==> src/astc_pkg.sv <==
// Shared types and constants of the accelerometer self-test checker.
package astc_pkg;

   localparam int AXES      = 3;
   localparam int SAMPLE_W  = 13;
   localparam int CHANGE_W  = 14;
   localparam int STATUS_W  = 3;
   localparam int PHASE_W   = 2;
   localparam int CSR_IDX_W = 3;
   localparam int REQ_W     = 40;
   localparam int RSP_W     = 128;

   localparam logic KIND_BEGIN  = 1'b0;
   localparam logic KIND_SAMPLE = 1'b1;

   localparam logic [STATUS_W-1:0] STAT_UNKNOWN   = 3'd0;
   localparam logic [STATUS_W-1:0] STAT_TESTING   = 3'd1;
   localparam logic [STATUS_W-1:0] STAT_INIT_FAIL = 3'd2;
   localparam logic [STATUS_W-1:0] STAT_PASSED    = 3'd3;
   localparam logic [STATUS_W-1:0] STAT_FAILED    = 3'd4;

   localparam logic [PHASE_W-1:0] PH_OFF    = 2'd0;
   localparam logic [PHASE_W-1:0] PH_NORMAL = 2'd1;
   localparam logic [PHASE_W-1:0] PH_STIM   = 2'd2;

   localparam logic [CSR_IDX_W-1:0] CSR_X_MIN = 3'd0;
   localparam logic [CSR_IDX_W-1:0] CSR_X_MAX = 3'd1;
   localparam logic [CSR_IDX_W-1:0] CSR_Y_MIN = 3'd2;
   localparam logic [CSR_IDX_W-1:0] CSR_Y_MAX = 3'd3;
   localparam logic [CSR_IDX_W-1:0] CSR_Z_MIN = 3'd4;
   localparam logic [CSR_IDX_W-1:0] CSR_Z_MAX = 3'd5;

   localparam logic signed [CHANGE_W-1:0] CHANGE_MIN_RST = 14'sh2000;
   localparam logic signed [CHANGE_W-1:0] CHANGE_MAX_RST = 14'sh1FFF;

   typedef logic signed [SAMPLE_W-1:0] sample_type;
   typedef logic signed [CHANGE_W-1:0] change_type;

   typedef struct packed {
      logic clear;
      logic add;
      logic div_load;
      logic div_step;
      logic store_normal;
      logic store_stim;
   } lane_ctrl_type;

endpackage

==> src/accel_self_test_checker_unit.sv <==
// Top level of the accelerometer self-test checker.
// Every request yields one response. A begin request, an ignored sample or a sample
// that does not close a phase is accepted, then the response register is loaded. The
// sample that closes a collection phase is accepted, then the sum magnitude is loaded,
// multiplied by the reciprocal of SAMPLES, the average stored (after it the window check
// at the end of the stimulus phase) and the response register loaded; a response not yet
// taken stalls the next one. A new request is taken while the previous response still waits.
module accel_self_test_checker_unit #(
   parameter int SAMPLES = 16
) (
   input  logic                                clock,
   input  logic                                reset,
   input  logic                                req_tvalid,
   output logic                                req_tready,
   // device_present, sample_x, sample_y, sample_z
   input  logic [astc_pkg::REQ_W-1:0]          req_tdata,
   // kind
   input  logic                                req_tuser,
   output logic                                rsp_tvalid,
   input  logic                                rsp_tready,
   // status, test_passed, stimulus_request, normal_avg_x/y/z, stim_avg_x/y/z,
   // change_x/y/z, zero fill
   output logic [astc_pkg::RSP_W-1:0]          rsp_tdata,
   input  logic                                csr_we,
   input  logic [astc_pkg::CSR_IDX_W-1:0]      csr_index,
   input  logic [astc_pkg::CHANGE_W-1:0]       csr_wdata
);

   localparam int CNT_W  = $clog2(SAMPLES + 1);

   localparam logic [2:0] ST_IDLE  = 3'd0;
   localparam logic [2:0] ST_LOAD  = 3'd1;
   localparam logic [2:0] ST_DIV   = 3'd2;
   localparam logic [2:0] ST_STORE = 3'd3;
   localparam logic [2:0] ST_CHECK = 3'd4;
   localparam logic [2:0] ST_EMIT  = 3'd5;

   logic [2:0]                      state_ff, state_in;
   logic [astc_pkg::PHASE_W-1:0]    phase_ff, phase_in;
   logic [astc_pkg::STATUS_W-1:0]   status_ff, status_in;
   logic                            passed_ff, passed_in;
   logic [CNT_W-1:0]                count_ff, count_in;
   logic                            rsp_valid_ff, rsp_valid_in;
   logic [astc_pkg::RSP_W-1:0]      rsp_data_ff, rsp_data_in;
   astc_pkg::change_type            lim_lo_ff [astc_pkg::AXES];
   astc_pkg::change_type            lim_hi_ff [astc_pkg::AXES];

   astc_pkg::lane_ctrl_type         lane_ctrl;
   astc_pkg::sample_type            lane_sample [astc_pkg::AXES];
   astc_pkg::sample_type            normal_avg  [astc_pkg::AXES];
   astc_pkg::sample_type            stim_avg    [astc_pkg::AXES];
   astc_pkg::change_type            change      [astc_pkg::AXES];
   astc_pkg::change_type            change_out  [astc_pkg::AXES];
   logic                            window_ok;
   logic                            req_fire;
   logic                            rsp_free;
   logic                            done;
   logic [CNT_W-1:0]                count_next;

   assign lane_sample[0] = req_tdata[13:1];
   assign lane_sample[1] = req_tdata[26:14];
   assign lane_sample[2] = req_tdata[39:27];

   for (genvar a = 0; a < astc_pkg::AXES; a++) begin : g_lane
      astc_lane #(
         .SAMPLES (SAMPLES)
      ) u_lane (
         .clock      (clock),
         .reset      (reset),
         .ctrl       (lane_ctrl),
         .sample     (lane_sample[a]),
         .normal_avg (normal_avg[a]),
         .stim_avg   (stim_avg[a]),
         .change     (change[a])
      );
   end

   astc_window u_window (
      .change (change),
      .lim_lo (lim_lo_ff),
      .lim_hi (lim_hi_ff),
      .ok     (window_ok)
   );

   assign req_tready = (state_ff == ST_IDLE);
   assign req_fire   = req_tvalid && req_tready;
   assign rsp_free   = !rsp_valid_ff || rsp_tready;
   assign done       = (status_ff == astc_pkg::STAT_PASSED) ||
                       (status_ff == astc_pkg::STAT_FAILED);
   assign count_next = count_ff + 1'b1;

   always_comb begin
      for (int a = 0; a < astc_pkg::AXES; a++) begin
         change_out[a] = done ? change[a] : '0;
      end
   end

   always_comb begin
      state_in     = state_ff;
      phase_in     = phase_ff;
      status_in    = status_ff;
      passed_in    = passed_ff;
      count_in     = count_ff;
      rsp_valid_in = rsp_valid_ff && !rsp_tready;
      rsp_data_in  = rsp_data_ff;
      lane_ctrl    = '0;

      case (state_ff)
         ST_IDLE: begin
            if (req_fire) begin
               state_in = ST_EMIT;
               if (req_tuser == astc_pkg::KIND_BEGIN) begin
                  lane_ctrl.clear = 1'b1;
                  passed_in       = 1'b0;
                  count_in        = '0;
                  if (req_tdata[0]) begin
                     status_in = astc_pkg::STAT_TESTING;
                     phase_in  = astc_pkg::PH_NORMAL;
                  end else begin
                     status_in = astc_pkg::STAT_INIT_FAIL;
                     phase_in  = astc_pkg::PH_OFF;
                  end
               end else if (phase_ff inside {astc_pkg::PH_NORMAL, astc_pkg::PH_STIM}) begin
                  lane_ctrl.add = 1'b1;
                  if (count_next == CNT_W'(SAMPLES)) begin
                     count_in = '0;
                     state_in = ST_LOAD;
                  end else begin
                     count_in = count_next;
                  end
               end
            end
         end
         ST_LOAD: begin
            lane_ctrl.div_load = 1'b1;
            state_in           = ST_DIV;
         end
         ST_DIV: begin
            lane_ctrl.div_step = 1'b1;
            state_in           = ST_STORE;
         end
         ST_STORE: begin
            if (phase_ff == astc_pkg::PH_NORMAL) begin
               lane_ctrl.store_normal = 1'b1;
               phase_in               = astc_pkg::PH_STIM;
               state_in               = ST_EMIT;
            end else begin
               lane_ctrl.store_stim = 1'b1;
               state_in             = ST_CHECK;
            end
         end
         ST_CHECK: begin
            passed_in = window_ok;
            status_in = window_ok ? astc_pkg::STAT_PASSED : astc_pkg::STAT_FAILED;
            phase_in  = astc_pkg::PH_OFF;
            state_in  = ST_EMIT;
         end
         ST_EMIT: begin
            if (rsp_free) begin
               rsp_valid_in = 1'b1;
               rsp_data_in  = {3'b000,
                               change_out[2], change_out[1], change_out[0],
                               stim_avg[2], stim_avg[1], stim_avg[0],
                               normal_avg[2], normal_avg[1], normal_avg[0],
                               (phase_ff == astc_pkg::PH_STIM), passed_ff, status_ff};
               state_in     = ST_IDLE;
            end
         end
         default: begin
            state_in = ST_IDLE;
         end
      endcase
   end

   always_ff @(posedge clock) begin
      if (reset) begin
         state_ff     <= ST_IDLE;
         phase_ff     <= astc_pkg::PH_OFF;
         status_ff    <= astc_pkg::STAT_UNKNOWN;
         passed_ff    <= 1'b0;
         count_ff     <= '0;
         rsp_valid_ff <= 1'b0;
      end else begin
         state_ff     <= state_in;
         phase_ff     <= phase_in;
         status_ff    <= status_in;
         passed_ff    <= passed_in;
         count_ff     <= count_in;
         rsp_valid_ff <= rsp_valid_in;
      end
   end

   always_ff @(posedge clock) begin
      rsp_data_ff <= rsp_data_in;
   end

   always_ff @(posedge clock) begin
      if (reset) begin
         for (int a = 0; a < astc_pkg::AXES; a++) begin
            lim_lo_ff[a] <= astc_pkg::CHANGE_MIN_RST;
            lim_hi_ff[a] <= astc_pkg::CHANGE_MAX_RST;
         end
      end else if (csr_we) begin
         case (csr_index)
            astc_pkg::CSR_X_MIN: lim_lo_ff[0] <= csr_wdata;
            astc_pkg::CSR_X_MAX: lim_hi_ff[0] <= csr_wdata;
            astc_pkg::CSR_Y_MIN: lim_lo_ff[1] <= csr_wdata;
            astc_pkg::CSR_Y_MAX: lim_hi_ff[1] <= csr_wdata;
            astc_pkg::CSR_Z_MIN: lim_lo_ff[2] <= csr_wdata;
            astc_pkg::CSR_Z_MAX: lim_hi_ff[2] <= csr_wdata;
            default: begin
            end
         endcase
      end
   end

   assign rsp_tvalid = rsp_valid_ff;
   assign rsp_tdata  = rsp_data_ff;

endmodule

==> src/astc_lane.sv <==
// One axis lane: sample accumulator, reciprocal-multiply divider and stored averages.
module astc_lane #(
   parameter int SAMPLES = 16
) (
   input  logic                   clock,
   input  logic                   reset,
   input  astc_pkg::lane_ctrl_type ctrl,
   input  astc_pkg::sample_type   sample,
   output astc_pkg::sample_type   normal_avg,
   output astc_pkg::sample_type   stim_avg,
   output astc_pkg::change_type   change
);

   localparam int SUM_W   = astc_pkg::SAMPLE_W + $clog2(SAMPLES);
   localparam int SHIFT   = SUM_W + $clog2(SAMPLES);
   localparam int RECIP_W = SHIFT + 1;
   localparam int PROD_W  = SUM_W + RECIP_W;
   localparam longint RECIP_VAL = ((longint'(1) << SHIFT) + longint'(SAMPLES) - longint'(1)) /
                                  longint'(SAMPLES);
   localparam logic [RECIP_W-1:0] RECIP = RECIP_W'(RECIP_VAL);

   logic signed [SUM_W-1:0]       sum_ff, sum_in;
   logic [SUM_W-1:0]              mag_ff, mag_in;
   logic                          neg_ff, neg_in;
   logic [astc_pkg::SAMPLE_W-1:0] quo_ff, quo_in;
   astc_pkg::sample_type          normal_ff, normal_in;
   astc_pkg::sample_type          stim_ff, stim_in;
   logic [PROD_W-1:0]             product;
   astc_pkg::sample_type          avg;

   always_comb begin
      product = PROD_W'(mag_ff) * PROD_W'(RECIP);
      avg     = neg_ff ? (~quo_ff + 1'b1) : quo_ff;

      sum_in    = sum_ff;
      mag_in    = mag_ff;
      neg_in    = neg_ff;
      quo_in    = quo_ff;
      normal_in = normal_ff;
      stim_in   = stim_ff;

      if (ctrl.clear || ctrl.div_load) begin
         sum_in = '0;
      end else if (ctrl.add) begin
         sum_in = sum_ff + SUM_W'(sample);
      end

      if (ctrl.div_load) begin
         neg_in = sum_ff[SUM_W-1];
         mag_in = sum_ff[SUM_W-1] ? (~sum_ff + 1'b1) : sum_ff;
      end

      if (ctrl.div_step) begin
         quo_in = product[SHIFT +: astc_pkg::SAMPLE_W];
      end

      if (ctrl.clear) begin
         normal_in = '0;
         stim_in   = '0;
      end else begin
         if (ctrl.store_normal) begin
            normal_in = avg;
         end
         if (ctrl.store_stim) begin
            stim_in = avg;
         end
      end
   end

   always_ff @(posedge clock) begin
      if (reset) begin
         sum_ff    <= '0;
         normal_ff <= '0;
         stim_ff   <= '0;
      end else begin
         sum_ff    <= sum_in;
         normal_ff <= normal_in;
         stim_ff   <= stim_in;
      end
   end

   always_ff @(posedge clock) begin
      mag_ff <= mag_in;
      neg_ff <= neg_in;
      quo_ff <= quo_in;
   end

   assign normal_avg = normal_ff;
   assign stim_avg   = stim_ff;
   assign change     = astc_pkg::CHANGE_W'(stim_ff) - astc_pkg::CHANGE_W'(normal_ff);

endmodule

==> src/astc_window.sv <==
// Merge of the lane results: checks every axis change against its window.
module astc_window (
   input  astc_pkg::change_type change [astc_pkg::AXES],
   input  astc_pkg::change_type lim_lo [astc_pkg::AXES],
   input  astc_pkg::change_type lim_hi [astc_pkg::AXES],
   output logic                 ok
);

   always_comb begin
      ok = 1'b1;
      for (int a = 0; a < astc_pkg::AXES; a++) begin
         if (change[a] < lim_lo[a] || change[a] > lim_hi[a]) begin
            ok = 1'b0;
         end
      end
   end

endmodule
==> config.mk <==
export PLATFORM = sky130hd
export DESIGN_NAME = accel_self_test_checker_unit
export DESIGN_NICKNAME = d
export VERILOG_FILES = /design/src/astc_pkg.sv /design/src/accel_self_test_checker_unit.sv /design/src/astc_lane.sv /design/src/astc_window.sv
export SDC_FILE = /design/constraint.sdc
export NUM_CORES = 1
export LEC_CHECK = 0
export ABC_AREA = 1
export BUFFER_PORTS_ARGS = -buffer_cell sky130_fd_sc_hd__buf_2
export CORE_MARGIN = 2
export CORE_UTILIZATION = 45
export DETAILED_ROUTE_END_ITERATION = 8
export GPL_ROUTABILITY_DRIVEN = 0
export MAX_ROUTING_LAYER = met4
export SYNTH_ARGS = -nofsm -noshare
export SYNTH_HDL_FRONTEND = slang
export SYNTH_HIERARCHICAL = 1
export SYNTH_SLANG_ARGS = --single-unit
==> constraint.sdc <==
create_clock -name clock -period 12.6 [get_ports clock]
set_clock_uncertainty 0.15 [all_clocks]
set_input_delay 2.52 -clock clock [delete_from_list [all_inputs] [get_ports clock]]
set_output_delay 2.52 -clock clock [all_outputs]
set_load 0.005 [all_outputs]
# [After elaboration in Yosys (flattened, before gate mapping)]
# Cells that the tools add are included.
[classes] mux=44 addsub=13 n_eq_ne=20 reduce_logical=28 div=0 n_lt_le_gt_ge=6 n_shift=0 n_bitwise=6 n_mul=0
[op_table] op="adder 17 x 1 -> 17 bit (second input constant)" n=3
[op_table] op="adder 17 x 13 -> 17 bit" n=3
[op_table] op="inverter 17 bit" n=3
[op_table] op="two-way mux 16 bit" n=3
[op_table] op="greater-than comparator 14 bit" n=3
[op_table] op="less-than comparator 14 bit" n=3
[op_table] op="subtractor 13 x 13 -> 14 bit" n=3
[op_table] op="adder 13 x 1 -> 13 bit (second input constant)" n=3
[op_table] op="two-way mux 13 bit" n=3
[op_table] op="inverter 13 bit" n=3
[op_table] op="two-way mux 3 bit" n=8
[op_table] op="case mux 3 bit (6 select lines)" n=1
[op_table] op="two-way mux 1 bit" n=16
[op_table] op="AND reduction 2 bit" n=8
[op_table] op="== test 3 x 2 -> 1 bit (second input constant)" n=5
[op_table] op="== test 3 bit (second input constant)" n=5
[op_table] op="two-way mux 5 bit" n=3
[op_table] op="two-way mux 2 bit" n=7
[op_table] op="== test 3 x 1 -> 1 bit (second input constant)" n=2
[op_table] op="zero test 3 bit" n=2
[op_table] op="logical OR 1 bit" n=6
[op_table] op="!= test 2 bit (second input constant)" n=3
[op_table] op="case mux 2 bit (3 select lines)" n=1
[op_table] op="case mux 3 bit (2 select lines)" n=1
[op_table] op="13 further kinds" n=19
[totals] inputBits=63 elab_cells=152 ff_bits=446 mem_count=0 mem_bits_rw=0 latch_bits=0 output_inout_bits=130 mem_bits_ro=0

# [Longest topological paths before layout]
[depth] ltp_word=8 mapped_depth=25 mapped_depth_nobuf=25

# [Hierarchy]
# Netlist, hierarchy kept.
[modules_own_cells] module="accel_self_test_checker_unit" instances=1 area_each_um2=7861.3 cells_per_inst=719
[modules_own_cells] module="astc_lane (g_lane[1].u_lane)" instances=1 area_each_um2=4699.5 cells_per_inst=666
[modules_own_cells] module="astc_lane (g_lane[2].u_lane)" instances=1 area_each_um2=4685.7 cells_per_inst=664
[modules_own_cells] module="astc_lane (g_lane[0].u_lane)" instances=1 area_each_um2=4667.0 cells_per_inst=663
[modules_own_cells] module="astc_window" instances=1 area_each_um2=2352.3 cells_per_inst=402

# [Least setup slack after synthesis]
# No wires, ideal clock.
[synth_timing] kind="in2reg" from="input rsp_tready" to="register rsp_data_ff (netlist bit rsp_tdata[0]), enable pin" arrival_ns=8.618 path_slack_ns=3.181 path_stages=2 path_cell_list="inv_1 -> a21oi_1"
[synth_via] elab_chain_cells=2
[synth_rtl] element="from (decl)" line_no="accel_self_test_checker_unit.sv:20" rtl="input logic rsp_tready,"
[synth_rtl] element="logical OR 1 bit" line_no="accel_self_test_checker_unit.sv:87" rtl="assign rsp_free = !rsp_valid_ff || rsp_tready;"
[synth_rtl] element="AND reduction 2 bit (no line)"
[synth_rtl] element="to (signal assigned)" line_no="accel_self_test_checker_unit.sv:194" rtl="rsp_data_ff <= rsp_data_in;"
[synth_rtl] element="to (decl)" line_no="accel_self_test_checker_unit.sv:44" rtl="logic [astc_pkg::RSP_W-1:0] rsp_data_ff, rsp_data_in;"
# Every way passes these cells.
# A chain may end at the register's enable or synchronous reset.

==> run summary <==
outcome - finished, final reports clean
pin count of the biggest net entering global routing - 87
Wirelength per Cell - 15.15 um
number of buffers added on ports - 189
count of state elements after synthesis - 434
Final Util - 51.19%
distinct cell type count after synthesis - 43
worst voltage drop across the vdd grid - 0.09578 mV
number of fillers in the final layout - 5187
crit share post-route - 35.10%
remaining global-route overflow - 0
Core Box Area - 0.05360 mm2
category of the critical setup timing path - in2reg
capturing element type of the critical path - flip-flop
initial antenna violation count - 0
final setup violating endpoints - 0
fraction of registers with async set/reset - 0%
number of warnings reported in the yosys synthesis log - 6
dominant register cell in the synthesized netlist - dfxtp_1
global router's overall resource usage - 22.36%
required time at the worst-slack endpoint - 12910 ps
kind of start point of the critical path - input port
number of cells in the finished layout apart from fillers - 4035
number of synthesized flops with an enable pin - 206
largest fanout on the critical path - 59
post-CTS clock slew at the launch and capture registers of the worst setup and hold paths - 60 ps
Critical Path Max Stage Delay - 630 ps
post-place instance area - 0.02592 mm2
effective utilization at floorplan - 45.27%
Post-Route WL - 61.12 mm
Clock Root Buffer - clkbuf_16
Top-Level Pins - 193
leakage component of the power - 0.01376 uW
most common library cell in the layout ignoring fill and taps - nand2_1
sinks on the clock net - 434
number of global-route vias before repair - 19030
wire length of the first global-routing pass - 97.35 mm
Cell Rows - 85
worst-case headroom to the max-slew limit - 28.73%
HPWL Detailed - 46.36 mm
die area - 0.05580 mm2
crit path cell chain - buf_2, inv_1, nor3_4, buf_4, inv_1, o21ai_0, inv_1
Critical-path top delay cell - nor3_4
count of pins over their slew limit - 0
number of buffers inserted for hold repair after clock tree synthesis - 0
transition time of the tightest slew-check pin - 1065 ps
drt drc - 0
unrepaired setup endpoints after global routing - false
max-cap viol count - 0
buffers plus inverters on the worst setup path - 5
count of inserted antenna diode cells - 0
share of cells above drive strength 1 - 11.23%
CP Data Arrival Time - 4730 ps
netlist area before placement - 0.02427 mm2
number of instances in the synthesized netlist - 3114
hold violation total from the final report - 0
Pre-Repair DR Iteration Count - 5
initial drt markers - 1266
Die X-Extent - 236.2 um
number of cells after detailed placement - 3948
Seq/Total Area, Yosys - 44.30%
FMAX - 226.1 MHz
layout net count - 3544
antenna violation net count after detailed routing - 0
total clock buffers created by CTS - 47
final instance area - 0.02744 mm2
clock tree from TritonCTS - done
synthesis-to-finish area growth - 13.08%
Post-CTS Setup Repair Bufs - 0
minimum clock period - 4422 ps
number of buffers on the longest clock path - 3
clock insertion delay at the later pin of the skew report - 590 ps
Gates resized, CTS repair - 0
PD cells - 182.4 mW/mm2
via density per instance - 4.920
kind of path behind the tightest hold check - reg2reg
dominant cell type by count on the critical path - inv_1
commonest cells after routing, fill and taps aside - nand2_1 (725), inv_1 (557), nor2_1 (312)
top cell family by delay on the critical path - buffers and inverters
aggregate negative setup slack - 0 ps
syn_area_per_cell - 7.792 um2
via count - 19850
vertical extent of the die - 236.2 um
H-tree depth reported by CTS - 2
hold slack final - 265.2 ps
[logic make-up after synthesis]
kind of cell               Yosys count  synth area share, %
AOI/OAI and AO/OA                  363                7.972
xor gates and xnor gates           104                3.754
adders and majority gates          180                9.467
buffers and inverters              667                10.58
DFF                                434                44.30
other                                1              0.01545
and+or+nand+nor                   1365                23.91
[synthesized netlist by cell type (3+ instances only)]
| cell type | number | share of area, % |
|---|---|---|
| edfxtp_1 | 206 | 25 |
| a21boi_0 | 3 | 0.093 |
| inv_2 | 40 | 0.62 |
| ha_1 | 174 | 9.0 |
| o21ai_1 | 20 | 0.41 |
| o21a_1 | 4 | 0.12 |
| or2_1 | 9 | 0.23 |
| nor3_2 | 3 | 0.12 |
| dfxtp_1 | 228 | 19 |
| nor2_2 | 20 | 0.52 |
| nand3b_1 | 12 | 0.37 |
| a21oi_1 | 172 | 3.5 |
| buf_2 | 30 | 0.62 |
| xnor2_1 | 24 | 0.87 |
| nand2_2 | 12 | 0.31 |
| xor2_1 | 80 | 2.9 |
| fa_1 | 6 | 0.50 |
| nand3_2 | 5 | 0.21 |
| buf_4 | 6 | 0.19 |
| nor2_4 | 8 | 0.37 |
| nor3_1 | 30 | 0.62 |
| inv_1 | 558 | 8.6 |
| nand2_1 | 725 | 11 |
| nand3_1 | 197 | 4.1 |
| nand3_4 | 3 | 0.22 |
| clkinv_1 | 4 | 0.062 |
| nor2_1 | 314 | 4.9 |
| a21o_1 | 6 | 0.19 |
| o21ai_0 | 128 | 2.6 |
| clkbuf_1 | 27 | 0.42 |
| nand4_1 | 24 | 0.62 |
| o21ai_2 | 4 | 0.14 |
| o211ai_1 | 18 | 0.56 |
[worst register-to-register path, delay by kind of cell (launching register included)]
kind | cells | cell delay (ps)
xor+xnor | 1 | 300
simple gates | 9 | 1180
compound gates | 7 | 1250
fa+ha+maj | 2 | 670
flops | 1 | 350
buf+inv | 2 | 110
[flip-flops by register name (all words and copies together) (netlist names)]
register / flops
phase_ff: 2
rsp_tdata: 125
g_lane.u_lane/neg_ff: 3
g_lane.u_lane/stim_avg: 39
g_lane.u_lane/mag_ff: 39
lim_lo_ff: 42
passed_ff: 1
state_ff: 3
g_lane.u_lane/sum_ff: 51
g_lane.u_lane/quo_ff: 39
lim_hi_ff: 42
rsp_tvalid: 1
g_lane.u_lane/normal_avg: 39
status_ff: 3
count_ff: 5
[where the power goes]
| group | internal (uW) | leakage (uW) | total (uW) | switching, uW |
|---|---|---|---|---|
| combinational | 618 | 0.00923 | 1820 | 1200 |
| clock | 808 | 0.000744 | 1370 | 564 |
| sequential | 1700 | 0.00379 | 1810 | 112 |
| total | 3130 | 0.0138 | 5010 | 1880 |
[final timing paths]
| check | startpoint | endpoint | slack (ps) | cells past startpoint |
|---|---|---|---|---|
| setup reg to reg | g_lane[2].u_lane/normal_avg[4]$_SDFFE_PP0P_ | status_ff[0]$_SDFFE_PP0P_ | 8530 | 21 |
| setup / recovery | req_tuser | g_lane[0].u_lane/sum_ff[4]$_SDFFE_PP0P_ | 8180 | 7 |
| hold reg to reg | g_lane[2].u_lane/mag_ff[11]$_DFFE_PP_ | g_lane[2].u_lane/quo_ff[7]$_DFFE_PP_ | 270 | 0 |
| hold / removal | g_lane[2].u_lane/mag_ff[11]$_DFFE_PP_ | g_lane[2].u_lane/quo_ff[7]$_DFFE_PP_ | 270 | 0 |
[per-layer routing]
layer | part of all wire, % | track usage (%) | vias to the layer above | routed length [um]
li1 | - | - | 10250 | -
met1 | 45 | 27.75 | 9107 | 27380
met2 | 48 | 37.96 | 415 | 29300
met3 | 5.0 | 3.675 | 81 | 3035
met4 | 2.3 | 5.735 | 0 | 1408
met5 | 0 | - | - | 0
[metrics by stage]
| step | total power (uW) | setup slack, ps |
|---|---|---|
| finish | 5006 | 8178 |
| global route | 5363 | 7963 |
| CTS | 5050 | 8274 |
| detailed placement | 3665 | 7658 |
| global placement | 3600 | 7750 |
| floorplan | 3128 | 3181 |
[cell type report]
type	instances	area (um2)	share of cell area (%)
Clock inverter	15	156.4	0.5700
Tap cell	696	870.8	3.174
Multi-Input combinational cell	2015	11000	40.09
Sequential cell	434	10750	39.18
Clock buffer	72	1366	4.979
Timing Repair Buffer	201	1036	3.776
Inverter	602	2260	8.235
Power figures use the tool's default switching activity.
